**src/design/sis_pkg.sv**
```systemverilog
package sis_pkg;

    localparam int PORT_BITS         = 32;
    localparam int MAX_INTERVALS_DEF = 16;
    localparam int TIME_BITS_DEF     = 32;

    // Request opcodes.
    localparam logic OP_CLEAR    = 1'b0;
    localparam logic OP_SUBTRACT = 1'b1;

    // Commands from the controller to the datapath.
    typedef struct packed {
        logic load;       // take a new request and classify it
        logic rd_issue;   // read the list entry at the read pointer
        logic eval;       // rewrite the entry that was read into the other bank
        logic wr_upper;   // write the upper half of a split entry
        logic commit;     // make the rewritten bank the live list
        logic out_load;   // place the entry that was read in the output register
        logic out_empty;  // place the empty-list marker in the output register
    } sis_cmd_t;

    // Status from the datapath to the controller.
    typedef struct packed {
        logic do_sub;     // the request needs a walk over the list
        logic rd_done;    // every live entry has been read
        logic split_up;   // the entry being evaluated leaves an upper half to write
        logic list_empty; // the live list has no entries
        logic out_taken;  // the output register is handed over this cycle
        logic out_last;   // the output register holds the final result
    } sis_status_t;

endpackage

```
**src/design/sis_ctrl.sv**
```systemverilog
module sis_ctrl
    import sis_pkg::*;
(
    input  logic        aclk,
    input  logic        aresetn,
    input  logic        s_valid,
    output logic        s_ready,
    input  sis_status_t status,
    output sis_cmd_t    cmd
);

    localparam logic [2:0] ST_IDLE  = 3'd0;
    localparam logic [2:0] ST_CHK   = 3'd1;
    localparam logic [2:0] ST_PRD   = 3'd2;
    localparam logic [2:0] ST_PEV   = 3'd3;
    localparam logic [2:0] ST_PWR2  = 3'd4;
    localparam logic [2:0] ST_DRD   = 3'd5;
    localparam logic [2:0] ST_DLD   = 3'd6;
    localparam logic [2:0] ST_DHOLD = 3'd7;

    logic [2:0] state_reg;
    logic [2:0] state_next;

    always_comb begin
        state_next = state_reg;
        cmd        = '0;
        case (state_reg)
            ST_IDLE: begin
                if (s_valid) begin
                    cmd.load   = 1'b1;
                    state_next = ST_CHK;
                end
            end
            ST_CHK: begin
                state_next = status.do_sub ? ST_PRD : ST_DRD;
            end
            ST_PRD: begin
                if (status.rd_done) begin
                    cmd.commit = 1'b1;
                    state_next = ST_DRD;
                end else begin
                    cmd.rd_issue = 1'b1;
                    state_next   = ST_PEV;
                end
            end
            ST_PEV: begin
                cmd.eval   = 1'b1;
                state_next = status.split_up ? ST_PWR2 : ST_PRD;
            end
            ST_PWR2: begin
                cmd.wr_upper = 1'b1;
                state_next   = ST_PRD;
            end
            ST_DRD: begin
                if (status.list_empty) begin
                    cmd.out_empty = 1'b1;
                    state_next    = ST_DHOLD;
                end else begin
                    cmd.rd_issue = 1'b1;
                    state_next   = ST_DLD;
                end
            end
            ST_DLD: begin
                cmd.out_load = 1'b1;
                state_next   = ST_DHOLD;
            end
            ST_DHOLD: begin
                if (status.out_taken) begin
                    if (status.out_last) begin
                        state_next = ST_IDLE;
                    end else begin
                        // Fetch the next entry as soon as the current result leaves.
                        cmd.rd_issue = 1'b1;
                        state_next   = ST_DLD;
                    end
                end
            end
            default: begin
                state_next = ST_IDLE;
            end
        endcase
    end

    always_ff @(posedge aclk) begin
        if (!aresetn) begin
            state_reg <= ST_IDLE;
        end else begin
            state_reg <= state_next;
        end
    end

    assign s_ready = (state_reg == ST_IDLE);

endmodule

```
**src/design/sis_datapath.sv**
```systemverilog
module sis_datapath
    import sis_pkg::*;
#(
    parameter int MAX_INTERVALS = MAX_INTERVALS_DEF,
    parameter int TIME_BITS     = TIME_BITS_DEF
) (
    input  logic                 aclk,
    input  logic                 aresetn,
    input  sis_cmd_t             cmd,
    output sis_status_t          status,
    input  logic                 s_opcode,
    input  logic [PORT_BITS-1:0] s_t_min,
    input  logic [PORT_BITS-1:0] s_t_max,
    output logic                 m_valid,
    input  logic                 m_ready,
    output logic [PORT_BITS-1:0] m_interval_start,
    output logic [PORT_BITS-1:0] m_interval_end,
    output logic                 m_last,
    output logic                 m_list_empty,
    output logic                 m_bad_request,
    output logic                 m_overflow
);

    localparam int IDX_W  = $clog2(MAX_INTERVALS);
    localparam int CNT_W  = $clog2(MAX_INTERVALS + 1);
    localparam int ADDR_W = IDX_W + 1;
    localparam int DEPTH  = 1 << ADDR_W;
    localparam logic [CNT_W-1:0] CNT_MAX = CNT_W'(MAX_INTERVALS);
    localparam logic [CNT_W-1:0] CNT_ONE = CNT_W'(1);

    typedef logic [TIME_BITS-1:0] time_t;

    localparam time_t TIME_INF = '1;

    // Two banks: the live list is read from one while the updated list is
    // written to the other.
    logic [2*TIME_BITS-1:0] list_mem [DEPTH];
    logic [2*TIME_BITS-1:0] rd_word_reg;

    logic             bank_reg,   bank_next;
    logic             init_reg,   init_next;
    logic [CNT_W-1:0] count_reg,  count_next;
    logic [CNT_W-1:0] rd_idx_reg, rd_idx_next;
    logic [CNT_W-1:0] wr_cnt_reg, wr_cnt_next;
    logic             do_sub_reg, do_sub_next;
    logic             bad_reg,    bad_next;
    logic             ovf_reg,    ovf_next;
    logic             valid_reg,  valid_next;
    logic             last_reg,   last_next;
    logic             empty_reg,  empty_next;
    time_t            lo_reg,     lo_next;
    time_t            hi_reg,     hi_next;
    time_t            up_s_reg,   up_s_next;
    time_t            up_e_reg,   up_e_next;
    time_t            out_s_reg,  out_s_next;
    time_t            out_e_reg,  out_e_next;

    time_t in_lo, in_hi, cur_s, cur_e, w_s, w_e;
    logic  pass, covered, split, room, wr_en;
    logic  [ADDR_W-1:0] rd_addr, wr_addr;

    assign in_lo = time_t'(s_t_min);
    assign in_hi = time_t'(s_t_max);

    // After reset or a clear the list is the single interval from zero to
    // infinity, which is supplied here rather than held in the memory.
    assign cur_s = init_reg ? '0       : rd_word_reg[2*TIME_BITS-1:TIME_BITS];
    assign cur_e = init_reg ? TIME_INF : rd_word_reg[TIME_BITS-1:0];

    always_comb begin
        pass    = (lo_reg >= cur_e) || (hi_reg <= cur_s);
        covered = !pass && (lo_reg <= cur_s) && (hi_reg >= cur_e);
        split   = !pass && (lo_reg > cur_s) && (hi_reg < cur_e);
        room    = (count_reg < CNT_MAX);
        w_s     = cur_s;
        w_e     = cur_e;
        if (!pass) begin
            if (lo_reg <= cur_s) begin
                w_s = hi_reg;
            end else begin
                w_e = lo_reg;
            end
        end
        if (cmd.wr_upper) begin
            w_s = up_s_reg;
            w_e = up_e_reg;
        end
        wr_en = (cmd.eval && !covered) || cmd.wr_upper;
    end

    assign rd_addr = {bank_reg, rd_idx_reg[IDX_W-1:0]};
    assign wr_addr = {~bank_reg, wr_cnt_reg[IDX_W-1:0]};

    always_ff @(posedge aclk) begin
        if (wr_en) begin
            list_mem[wr_addr] <= {w_s, w_e};
        end
        if (cmd.rd_issue) begin
            rd_word_reg <= list_mem[rd_addr];
        end
    end

    always_comb begin
        bank_next   = bank_reg;
        init_next   = init_reg;
        count_next  = count_reg;
        rd_idx_next = rd_idx_reg;
        wr_cnt_next = wr_cnt_reg;
        do_sub_next = do_sub_reg;
        bad_next    = bad_reg;
        ovf_next    = ovf_reg;
        valid_next  = valid_reg;
        last_next   = last_reg;
        empty_next  = empty_reg;
        lo_next     = lo_reg;
        hi_next     = hi_reg;
        up_s_next   = up_s_reg;
        up_e_next   = up_e_reg;
        out_s_next  = out_s_reg;
        out_e_next  = out_e_reg;

        if (cmd.load) begin
            lo_next     = in_lo;
            hi_next     = in_hi;
            rd_idx_next = '0;
            wr_cnt_next = '0;
            ovf_next    = 1'b0;
            bad_next    = (s_opcode == OP_SUBTRACT) && (in_lo >= in_hi);
            do_sub_next = (s_opcode == OP_SUBTRACT) && (in_lo < in_hi) && (count_reg != '0);
            if (s_opcode == OP_CLEAR) begin
                init_next  = 1'b1;
                count_next = CNT_ONE;
            end
        end
        if (cmd.rd_issue) begin
            rd_idx_next = rd_idx_reg + CNT_ONE;
        end
        if (wr_en) begin
            wr_cnt_next = wr_cnt_reg + CNT_ONE;
        end
        if (cmd.eval && split) begin
            up_s_next = hi_reg;
            up_e_next = cur_e;
            if (!room) begin
                ovf_next = 1'b1;
            end
        end
        if (cmd.commit) begin
            bank_next   = ~bank_reg;
            count_next  = wr_cnt_reg;
            init_next   = 1'b0;
            rd_idx_next = '0;
        end
        if (valid_reg && m_ready) begin
            valid_next = 1'b0;
        end
        if (cmd.out_load) begin
            valid_next = 1'b1;
            out_s_next = cur_s;
            out_e_next = cur_e;
            last_next  = (rd_idx_reg == count_reg);
            empty_next = 1'b0;
        end
        if (cmd.out_empty) begin
            valid_next = 1'b1;
            out_s_next = '0;
            out_e_next = '0;
            last_next  = 1'b1;
            empty_next = 1'b1;
        end
    end

    always_ff @(posedge aclk) begin
        if (!aresetn) begin
            bank_reg   <= 1'b0;
            init_reg   <= 1'b1;
            count_reg  <= CNT_ONE;
            rd_idx_reg <= '0;
            wr_cnt_reg <= '0;
            do_sub_reg <= 1'b0;
            bad_reg    <= 1'b0;
            ovf_reg    <= 1'b0;
            valid_reg  <= 1'b0;
        end else begin
            bank_reg   <= bank_next;
            init_reg   <= init_next;
            count_reg  <= count_next;
            rd_idx_reg <= rd_idx_next;
            wr_cnt_reg <= wr_cnt_next;
            do_sub_reg <= do_sub_next;
            bad_reg    <= bad_next;
            ovf_reg    <= ovf_next;
            valid_reg  <= valid_next;
        end
    end

    always_ff @(posedge aclk) begin
        last_reg  <= last_next;
        empty_reg <= empty_next;
        lo_reg    <= lo_next;
        hi_reg    <= hi_next;
        up_s_reg  <= up_s_next;
        up_e_reg  <= up_e_next;
        out_s_reg <= out_s_next;
        out_e_reg <= out_e_next;
    end

    assign status.do_sub     = do_sub_reg;
    assign status.rd_done    = (rd_idx_reg == count_reg);
    assign status.split_up   = split && room;
    assign status.list_empty = (count_reg == '0);
    assign status.out_taken  = valid_reg && m_ready;
    assign status.out_last   = last_reg;

    assign m_valid          = valid_reg;
    assign m_interval_start = PORT_BITS'(out_s_reg);
    assign m_interval_end   = PORT_BITS'(out_e_reg);
    assign m_last           = last_reg;
    assign m_list_empty     = empty_reg;
    assign m_bad_request    = bad_reg;
    assign m_overflow       = ovf_reg;

endmodule

```
**src/design/safe_interval_subtract_core.sv**
```systemverilog
// Flow: a subtract walks the n live entries, rewriting each into the other bank (plus the upper
// part of a split that has room for it), and then the list is dumped; clear and rejected
// requests skip the walk.
// Throughput: one request at a time; the single read port of the interval memory serves both
// the walk and the list dump.
// Reset (synchronous, active low) leaves the list as the single interval [0, infinity).
module safe_interval_subtract_core
    import sis_pkg::*;
#(
    parameter int MAX_INTERVALS = MAX_INTERVALS_DEF,
    parameter int TIME_BITS     = TIME_BITS_DEF
) (
    input  logic                 aclk,
    input  logic                 aresetn,
    input  logic                 s_valid,
    output logic                 s_ready,
    input  logic                 s_opcode,
    input  logic [PORT_BITS-1:0] s_t_min,
    input  logic [PORT_BITS-1:0] s_t_max,
    output logic                 m_valid,
    input  logic                 m_ready,
    output logic [PORT_BITS-1:0] m_interval_start,
    output logic [PORT_BITS-1:0] m_interval_end,
    output logic                 m_last,
    output logic                 m_list_empty,
    output logic                 m_bad_request,
    output logic                 m_overflow
);

    sis_cmd_t    cmd;
    sis_status_t status;

    sis_ctrl u_ctrl (
        .aclk    (aclk),
        .aresetn (aresetn),
        .s_valid (s_valid),
        .s_ready (s_ready),
        .status  (status),
        .cmd     (cmd)
    );

    sis_datapath #(
        .MAX_INTERVALS (MAX_INTERVALS),
        .TIME_BITS     (TIME_BITS)
    ) u_datapath (
        .aclk             (aclk),
        .aresetn          (aresetn),
        .cmd              (cmd),
        .status           (status),
        .s_opcode         (s_opcode),
        .s_t_min          (s_t_min),
        .s_t_max          (s_t_max),
        .m_valid          (m_valid),
        .m_ready          (m_ready),
        .m_interval_start (m_interval_start),
        .m_interval_end   (m_interval_end),
        .m_last           (m_last),
        .m_list_empty     (m_list_empty),
        .m_bad_request    (m_bad_request),
        .m_overflow       (m_overflow)
    );

endmodule

```
**config.mk**
```make
export PLATFORM = sky130hd
export DESIGN_NAME = safe_interval_subtract_core
export DESIGN_NICKNAME = d
export VERILOG_FILES = /design/src/design/sis_pkg.sv /design/src/design/sis_ctrl.sv /design/src/design/sis_datapath.sv /design/src/design/safe_interval_subtract_core.sv
export SDC_FILE = /design/constraint.sdc
export NUM_CORES = 2
export LEC_CHECK = 0
export BUFFER_PORTS_ARGS = -buffer_cell sky130_fd_sc_hd__buf_2
export CAP_MARGIN = 0
export CORE_MARGIN = 3
export CORE_UTILIZATION = 25
export CTS_CLUSTER_DIAMETER = 120
export DETAILED_ROUTE_END_ITERATION = 7
export GPL_TIMING_DRIVEN = 0
export PLACE_DENSITY = 0.46
export SYNTH_ARGS = -nofsm -noshare
export SYNTH_HDL_FRONTEND = slang
export SYNTH_SLANG_ARGS = --single-unit
export TNS_END_PERCENT = 30
```
**constraint.sdc**
```tcl
create_clock -name aclk -period 12.2 [get_ports aclk]
set_input_delay 0.61 -clock aclk [delete_from_list [all_inputs] [get_ports aclk]]
set_output_delay 0.61 -clock aclk [all_outputs]
set_load 0.03 [all_outputs]
```
; ---- Word level (Yosys, flattened, before mapping)
; Memory sizes are Yosys's and may differ from the RTL's. A register that Yosys moved wholly into a read port is not among the register bits.
; Index checks and enable logic that the tools add are counted.
[totals]
regBits = 218
latch_bits = 0
ram_bits = 2048
romBits = 0
input_bits = 69
output_inout_bits = 70
word_cells = 115
n_memories = 1
[op_classes]
n_addsub = 2
multipliers = 0
n_div = 0
magnitude_cmp = 9
n_eq_ne = 11
shifts = 0
mux = 47
n_bitwise = 2
reduce_logical = 25
[memory_table]
columns = name, words, width, rd, rd_clocked_by_memory_dff, wr, line
row1 = u_datapath.list_mem, 32, 64, 1, 1, 1, sis_datapath.sv:37  ; logic [2*TIME_BITS-1:0] list_mem [DEPTH];
[ops]
columns = operator, count
row1 = 2-to-1 mux 32 bit, 8
row2 = greater-or-equal comparator 32 bit, 3
row3 = <= comparator 32 bit, 2
row4 = less-than comparator 32 bit, 2
row5 = > comparator 32 bit, 1
row6 = 2-to-1 mux 5 bit, 6
row7 = 2-to-1 mux 1 bit, 25
row8 = one-hot mux 3 bit (8 select lines), 1
row9 = 2-to-1 mux 3 bit, 6
row10 = equality test 3 bit (second input constant), 4
row11 = logical AND 1 bit, 11
row12 = adder 5 x 1 -> 5 bit (second input constant), 2
row13 = equality test 3 x 2 -> 1 bit (second input constant), 2
row14 = nonzero test 2 bit, 3
row15 = equality test 5 bit, 1
row16 = zero test 5 bit, 1
row17 = less-than comparator 5 bit (second input constant), 1
row18 = nonzero test 5 bit, 1
row19 = != test 2 bit (second input constant), 2
row20 = AND reduction 2 bit, 2
row21 = equality test 3 x 1 -> 1 bit (second input constant), 1
row22 = zero test 3 bit, 1
row23 = one-hot mux 1 bit (3 select lines), 1
row24 = nonzero test 3 bit, 1
row25 = other kinds (5), 8

; ---- Longest topological paths before layout
[depth]
depth_word = 11
depth_mapped = 15
mapped_depth_nobuf = 11

; ---- Modules after synthesis
; Synthesis repeated with hierarchy kept, for this count alone.
[unflattened]
cells_unflattened = 4381
area_unflattened_um2 = 92215.9
[modules_own_cells]
columns = module, instances, cells_each, area_each_um2, seq_area_each_um2
row1 = sis_datapath, 1, 4337, 91919.4, 69006.2
row2 = sis_ctrl, 1, 44, 296.5, 60.1

; ---- Worst setup path before layout
; OpenSTA, ideal clock, no wires.
[synth_timing]
path_type = reg-to-reg
startpoint = register u_datapath.init_reg
endpoint = register u_datapath.up_e_reg[0] (enable)
setup_time_ns = 0.583
arrival_ns = 7.576
t_required_ns = 11.617
setup_slack_ns = 4.042
path_stages_with_launch = 13
n_path_buf = 3
synth_period_minus_slack_ns = 8.158
cell_sequence = dfxtp_1 -> clkbuf_1 -> clkbuf_1 -> nor2_1 -> ha_1 -> a21o_1 -> a221o_1 -> a221oi_1 -> o211ai_1 -> a221oi_1 -> nand3b_1 -> buf_2 -> nor3b_1
[synth_between]
elab_chain_len = 7
elab_cells_between_ends = 11
classes_between = order compare (4) / mux (2) / reduce/logical (5)
[synth_rtl]
columns = item, line
row1 = start: declaration, sis_datapath.sv:41  ; logic init_reg, init_next;
row2 = start signal: assignment, sis_datapath.sv:186  ; init_reg <= init_next;
row3 = "2-to-1 mux 32 bit, on equally long branches", "sis_datapath.sv:68, sis_datapath.sv:67"
row4 = greater-or-equal comparator 32 bit or <= comparator 32 bit (tied branches), sis_datapath.sv:71  ; pass = (lo_reg >= cur_e) || (hi_reg <= cur_s);
row5 = logical OR 1 bit, sis_datapath.sv:71
row6 = zero test 1 bit, sis_datapath.sv:73  ; split = !pass && (lo_reg > cur_s) && (hi_reg < cur_e);
row7 = logical AND 1 bit, sis_datapath.sv:73
row8 = logical AND 1 bit (*), sis_datapath.sv:73
row9 = logical AND 1 bit (*), sis_datapath.sv:141  ; if (cmd.eval && split) begin
row10 = end signal: assignment, sis_datapath.sv:203  ; up_e_reg <= up_e_next;
row11 = end: declaration, sis_datapath.sv:54  ; time_t up_e_reg, up_e_next;
; Every way passes the cells marked *; elsewhere a longest branch is shown, timed or not.
; A chain may end at the register's enable or synchronous reset.

; ---- Worst setup path in the final report
[layout_timing]
startpoint = register u_datapath.init_reg
endpoint = memory u_datapath.list_mem[29][52] in the netlist's numbering (enable)
[layout_between]
elab_chain_len = 11
elab_cells_between_ends = 15
classes_between = order compare (4) / mux (4) / reduce/logical (7)
[layout_rtl]
columns = item, line
row1 = "2-to-1 mux 32 bit, on equally long branches", "sis_datapath.sv:68, sis_datapath.sv:67"
row2 = greater-or-equal comparator 32 bit or <= comparator 32 bit (tied branches), sis_datapath.sv:71
row3 = logical OR 1 bit, sis_datapath.sv:71
row4 = zero test 1 bit, sis_datapath.sv:72  ; covered = !pass && (lo_reg <= cur_s) && (hi_reg >= cur_e);
row5 = logical AND 1 bit, sis_datapath.sv:72
row6 = logical AND 1 bit (*), sis_datapath.sv:72
row7 = zero test 1 bit (*), sis_datapath.sv:88  ; wr_en = (cmd.eval && !covered) || cmd.wr_upper;
row8 = logical AND 1 bit (*), sis_datapath.sv:88
row9 = logical OR 1 bit (*), sis_datapath.sv:88
row10 = 2-to-1 mux 1 bit (*), sis_datapath.sv:95  ; if (wr_en) begin
row11 = 2-to-1 mux 1 bit (implied by the code) (*), sis_datapath.sv:96  ; list_mem[wr_addr] <= {w_s, w_e};
row12 = end: declaration, sis_datapath.sv:37
; Marks and branches as above.

==> results.yml <==
floorplanning:
  die_width_um: 612
  num_io_pins: 139
  core_area_um2: 366000
  fp-row-count: 222
  start_util_pct: 25.1
  die_area_um2: 375000
  die_h_um: 612
detailed_routing:
  drc: 0
  wl_mm: 292
  antenna_left: 0
  vias: 46495
  drtPass1Iterations: 6
  wl_per_cell_um: 29.4
  drtIter0Drc: 4693
  vias_per_cell: 4.67
grt:
  grt_pass1_wl_mm: 400
  overflow: 0
  gr-usage-met2_pct: 26.2
  met1_usage_pct: 19.3
  use_met3_pct: 2.37
  grt.total_usage_pct: 15.5
  antenna_found_initial: 21
  grt_max_degree: 48
  grt_pass1_vias: 47840
  busiest_layer: "met2"
yosys:
  avgSynthCellArea_um2: 21.3
  ys_ff_latch: 2330
  netlist_instances: 4305
  dominantRegCellSynth: "edfxtp_1"
  syn_nets: 4535
  synth_cell_type_count: 58
  ys_warn_count: 0
  synth_edf_count: 2240
  async_flop_share_pct: 0
  yosysSeqAreaShare_pct: 75.2
  syn-cell-area_um2: 91900
placement:
  hpwl_mm: 209
  dpl_cell_area_um2: 102000
  routabilityCongestion: 0.884
  numPortBuffers: 137
  placedCellCount: 9440
sta:
  post-route-min-period_ps: 8350
  setup_viol: 0
  fmax_ghz: 0.120
  worst_slew_pin_slew_ps: 1350
  period_share_pct: 68.4
  drv_slew: 0
  skew_ps: 59.9
  grt_setup_unrepaired: "no"
  hold_viol: 0
  maxSlewHeadroom_pct: 7.71
finish:
  fin_cells: 9953
  largest_register_ffs: 2048
  area_growth_syn_to_layout_pct: 21.0
  final_area_um2: 111000
  fillers: 35146
  layout.nets: 5176
  drive_gt1_share_pct: 29.8
worst_hold_path:
  hp-class: "input port to flop"
  worstHoldPathCells: 3
worst_setup_path:
  cp.arrival_ps: 8940
  start_kind: "flop"
  cp_common_cell: "buf_6"
  critPathKind: "flop to flop"
  crit_fanout: 10
  endpoint_kind: "flop"
  crit_slowest_cell: "a2111oi_0"
  rr_worst_depth: 18
  critPathRequiredTime_ps: 12790
  worstPathCellList: "clkbuf_1 > clkbuf_1 > nand2b_1 > ha_1 > a21oi_1 > o21ai_0 > a221o_1 > a2111oi_0 > a221oi_1 > nand3_2 > o31a_1 > buf_2 > nand2_1 > nor3_2 > buf_6 > buf_6 > buf_6 > buf_4"
  cp_slowest_stage_delay_ps: 1170
cts:
  clk_pin_slew_ps: 60
  post_cts_buffers: 0
  cts_tree: "built"
  cts_resized: 0
  clkLatencyLatePin_ps: 930
  clkSinkCount: 2330
  ctsRootBufferMaster: "clkbuf_16"
  cts_inserted_buffers: 274
  cts-htree-levels: 5
  cts_buffer_depth: 4
power_and_ir_drop:
  powerDensity_nw_per_um2: 175
  irDropWorstVdd_v: 0.000102
  power_leakage_nw: 34.6
job:
  max-cap-violations: 0
outcome:
  run_status: "complete, no violations"
==> cell usage in the layout, fill, tap and decap left out, drive strengths merged, types with 45 or more instances in the layout <==
master | netlist | final
inv | 110 | 121
o21ai | 149 | 149
clkinv | 1 | 76
buf | 56 | 374
edfxtp | 2240 | 2240
ha | 161 | 161
clkbuf | 149 | 502
mux4 | 640 | 640
mux2 | 96 | 96
nor2 | 93 | 93
a21oi | 57 | 57
dlygate4sd3 | 0 | 45
dfxtp | 90 | 90
nand2 | 169 | 169
==> power by group <==
group | switching (mW) | internal [mW]
clock network | 3.14 | 4.67
logic | 1.43 | 0.731
registers | 0.173 | 9.34
total | 4.75 | 14.7
==> critical path: cells and delay by family, from the launching register on <==
| family | cells | cell delay (ps) |
|---|---|---|
| and+or+nand+nor | 4 | 2370 |
| AOI/OAI and AO/OA | 6 | 2360 |
| adders and majority gates | 1 | 330 |
| DFF | 1 | 400 |
| buffers and inverters | 7 | 2500 |
==> what timing repair did <==
action                                 CTS  global route
setup endpoints to repair                0             0
endpoints found under the hold margin   45             0
hold buffers                            45             0
==> final cells by class <==
type	count	area [µm²]	share of cell area [%]
timing repair buffer	365	4410	3.97
sequential	2330	69100	62.1
clock buffer	351	7410	6.66
multi-input combinational	1659	22000	19.8
buffer	205	808	0.727
antenna	8	20.0	0.0180
clock inverter	108	1030	0.931
tap	4816	6030	5.42
inverter	111	418	0.376
==> worst paths after layout <==
kind / start / end / slack [ps]
setup reg to reg: u_datapath.init_reg$_SDFFE_PN1P_ / u_datapath.list_mem[29][52]$_DFFE_PP_ / 3850
hold reg to reg: u_datapath.m_interval_end[5]$_SDFFE_PP0P_ / u_datapath.m_interval_end[5]$_SDFFE_PP0P_ / 450
hold / removal: s_opcode / u_datapath.m_bad_request$_SDFFE_PN0P_ / 110
setup / recovery: u_datapath.init_reg$_SDFFE_PN1P_ / u_datapath.list_mem[29][52]$_DFFE_PP_ / 3850
==> routing by layer <==
metal | part of all wire, % | wire length [µm] | up-vias
met5 | 0.0044 | 13 | -
met3 | 5.0 | 14600 | 426
met4 | 5.2 | 15300 | 2
met2 | 50 | 145000 | 1404
met1 | 40 | 117000 | 25426
li1 | - | - | 19237
==> kinds of logic after synthesis <==
kind of cell / Yosys count / share of synthesized area, %
buffers and inverters: 316 / 1.30
multiplexers: 771 / 17.2
AND/OR/NAND/NOR: 427 / 2.16
AO/OA/AOI/OAI: 290 / 1.85
flip-flops: 2330 / 75.2
adder cells (fa/ha/maj): 162 / 2.20
XOR/XNOR: 9 / 0.0858
==> cell usage after synthesis (4+ instances only) <==
cell type | instances | area [µm²]
a211oi_1 | 6 | 45.0
a21o_1 | 26 | 195
a21oi_1 | 57 | 285
a221o_1 | 5 | 50.1
a221oi_1 | 5 | 43.8
a22o_1 | 4 | 35.0
a31oi_1 | 4 | 25.0
and3_1 | 5 | 31.3
and4_1 | 4 | 35.0
buf_1 | 49 | 184
buf_2 | 7 | 35.0
clkbuf_1 | 149 | 559
dfxtp_1 | 90 | 1800
edfxtp_1 | 2240 | 67300
ha_1 | 161 | 2010
inv_1 | 110 | 413
mux2_2 | 96 | 1080
mux2i_1 | 35 | 350
mux4_2 | 640 | 14400
nand2_1 | 169 | 634
nand2b_1 | 38 | 238
nand3_1 | 27 | 135
nand3b_1 | 4 | 30.0
nand4_1 | 34 | 213
nor2_1 | 93 | 349
nor2b_1 | 11 | 68.8
nor3_1 | 19 | 95.1
nor4_1 | 7 | 43.8
o211ai_1 | 5 | 37.5
o21a_1 | 6 | 45.0
o21ai_0 | 149 | 746
o31ai_1 | 5 | 37.5
or2_2 | 4 | 25.0
xnor2_1 | 4 | 35.0
xor2_1 | 5 | 43.8
==> per-stage QoR <==
step	utilization [%]	TNS (ps)	hold slack (ps)	setup slack [ps]	total power, mW
floorplan	-	0	426	4040	10.8
global placement	27.0	-4208320	430	-5530	11.7
detailed placement	28.0	0	441	3850	11.9
CTS	30.4	0	25.4	3720	19.7
global route	30.4	0	54.4	3680	20.2
finish	30.4	0	114	3850	19.5
(Power assumes the default switching activity.)
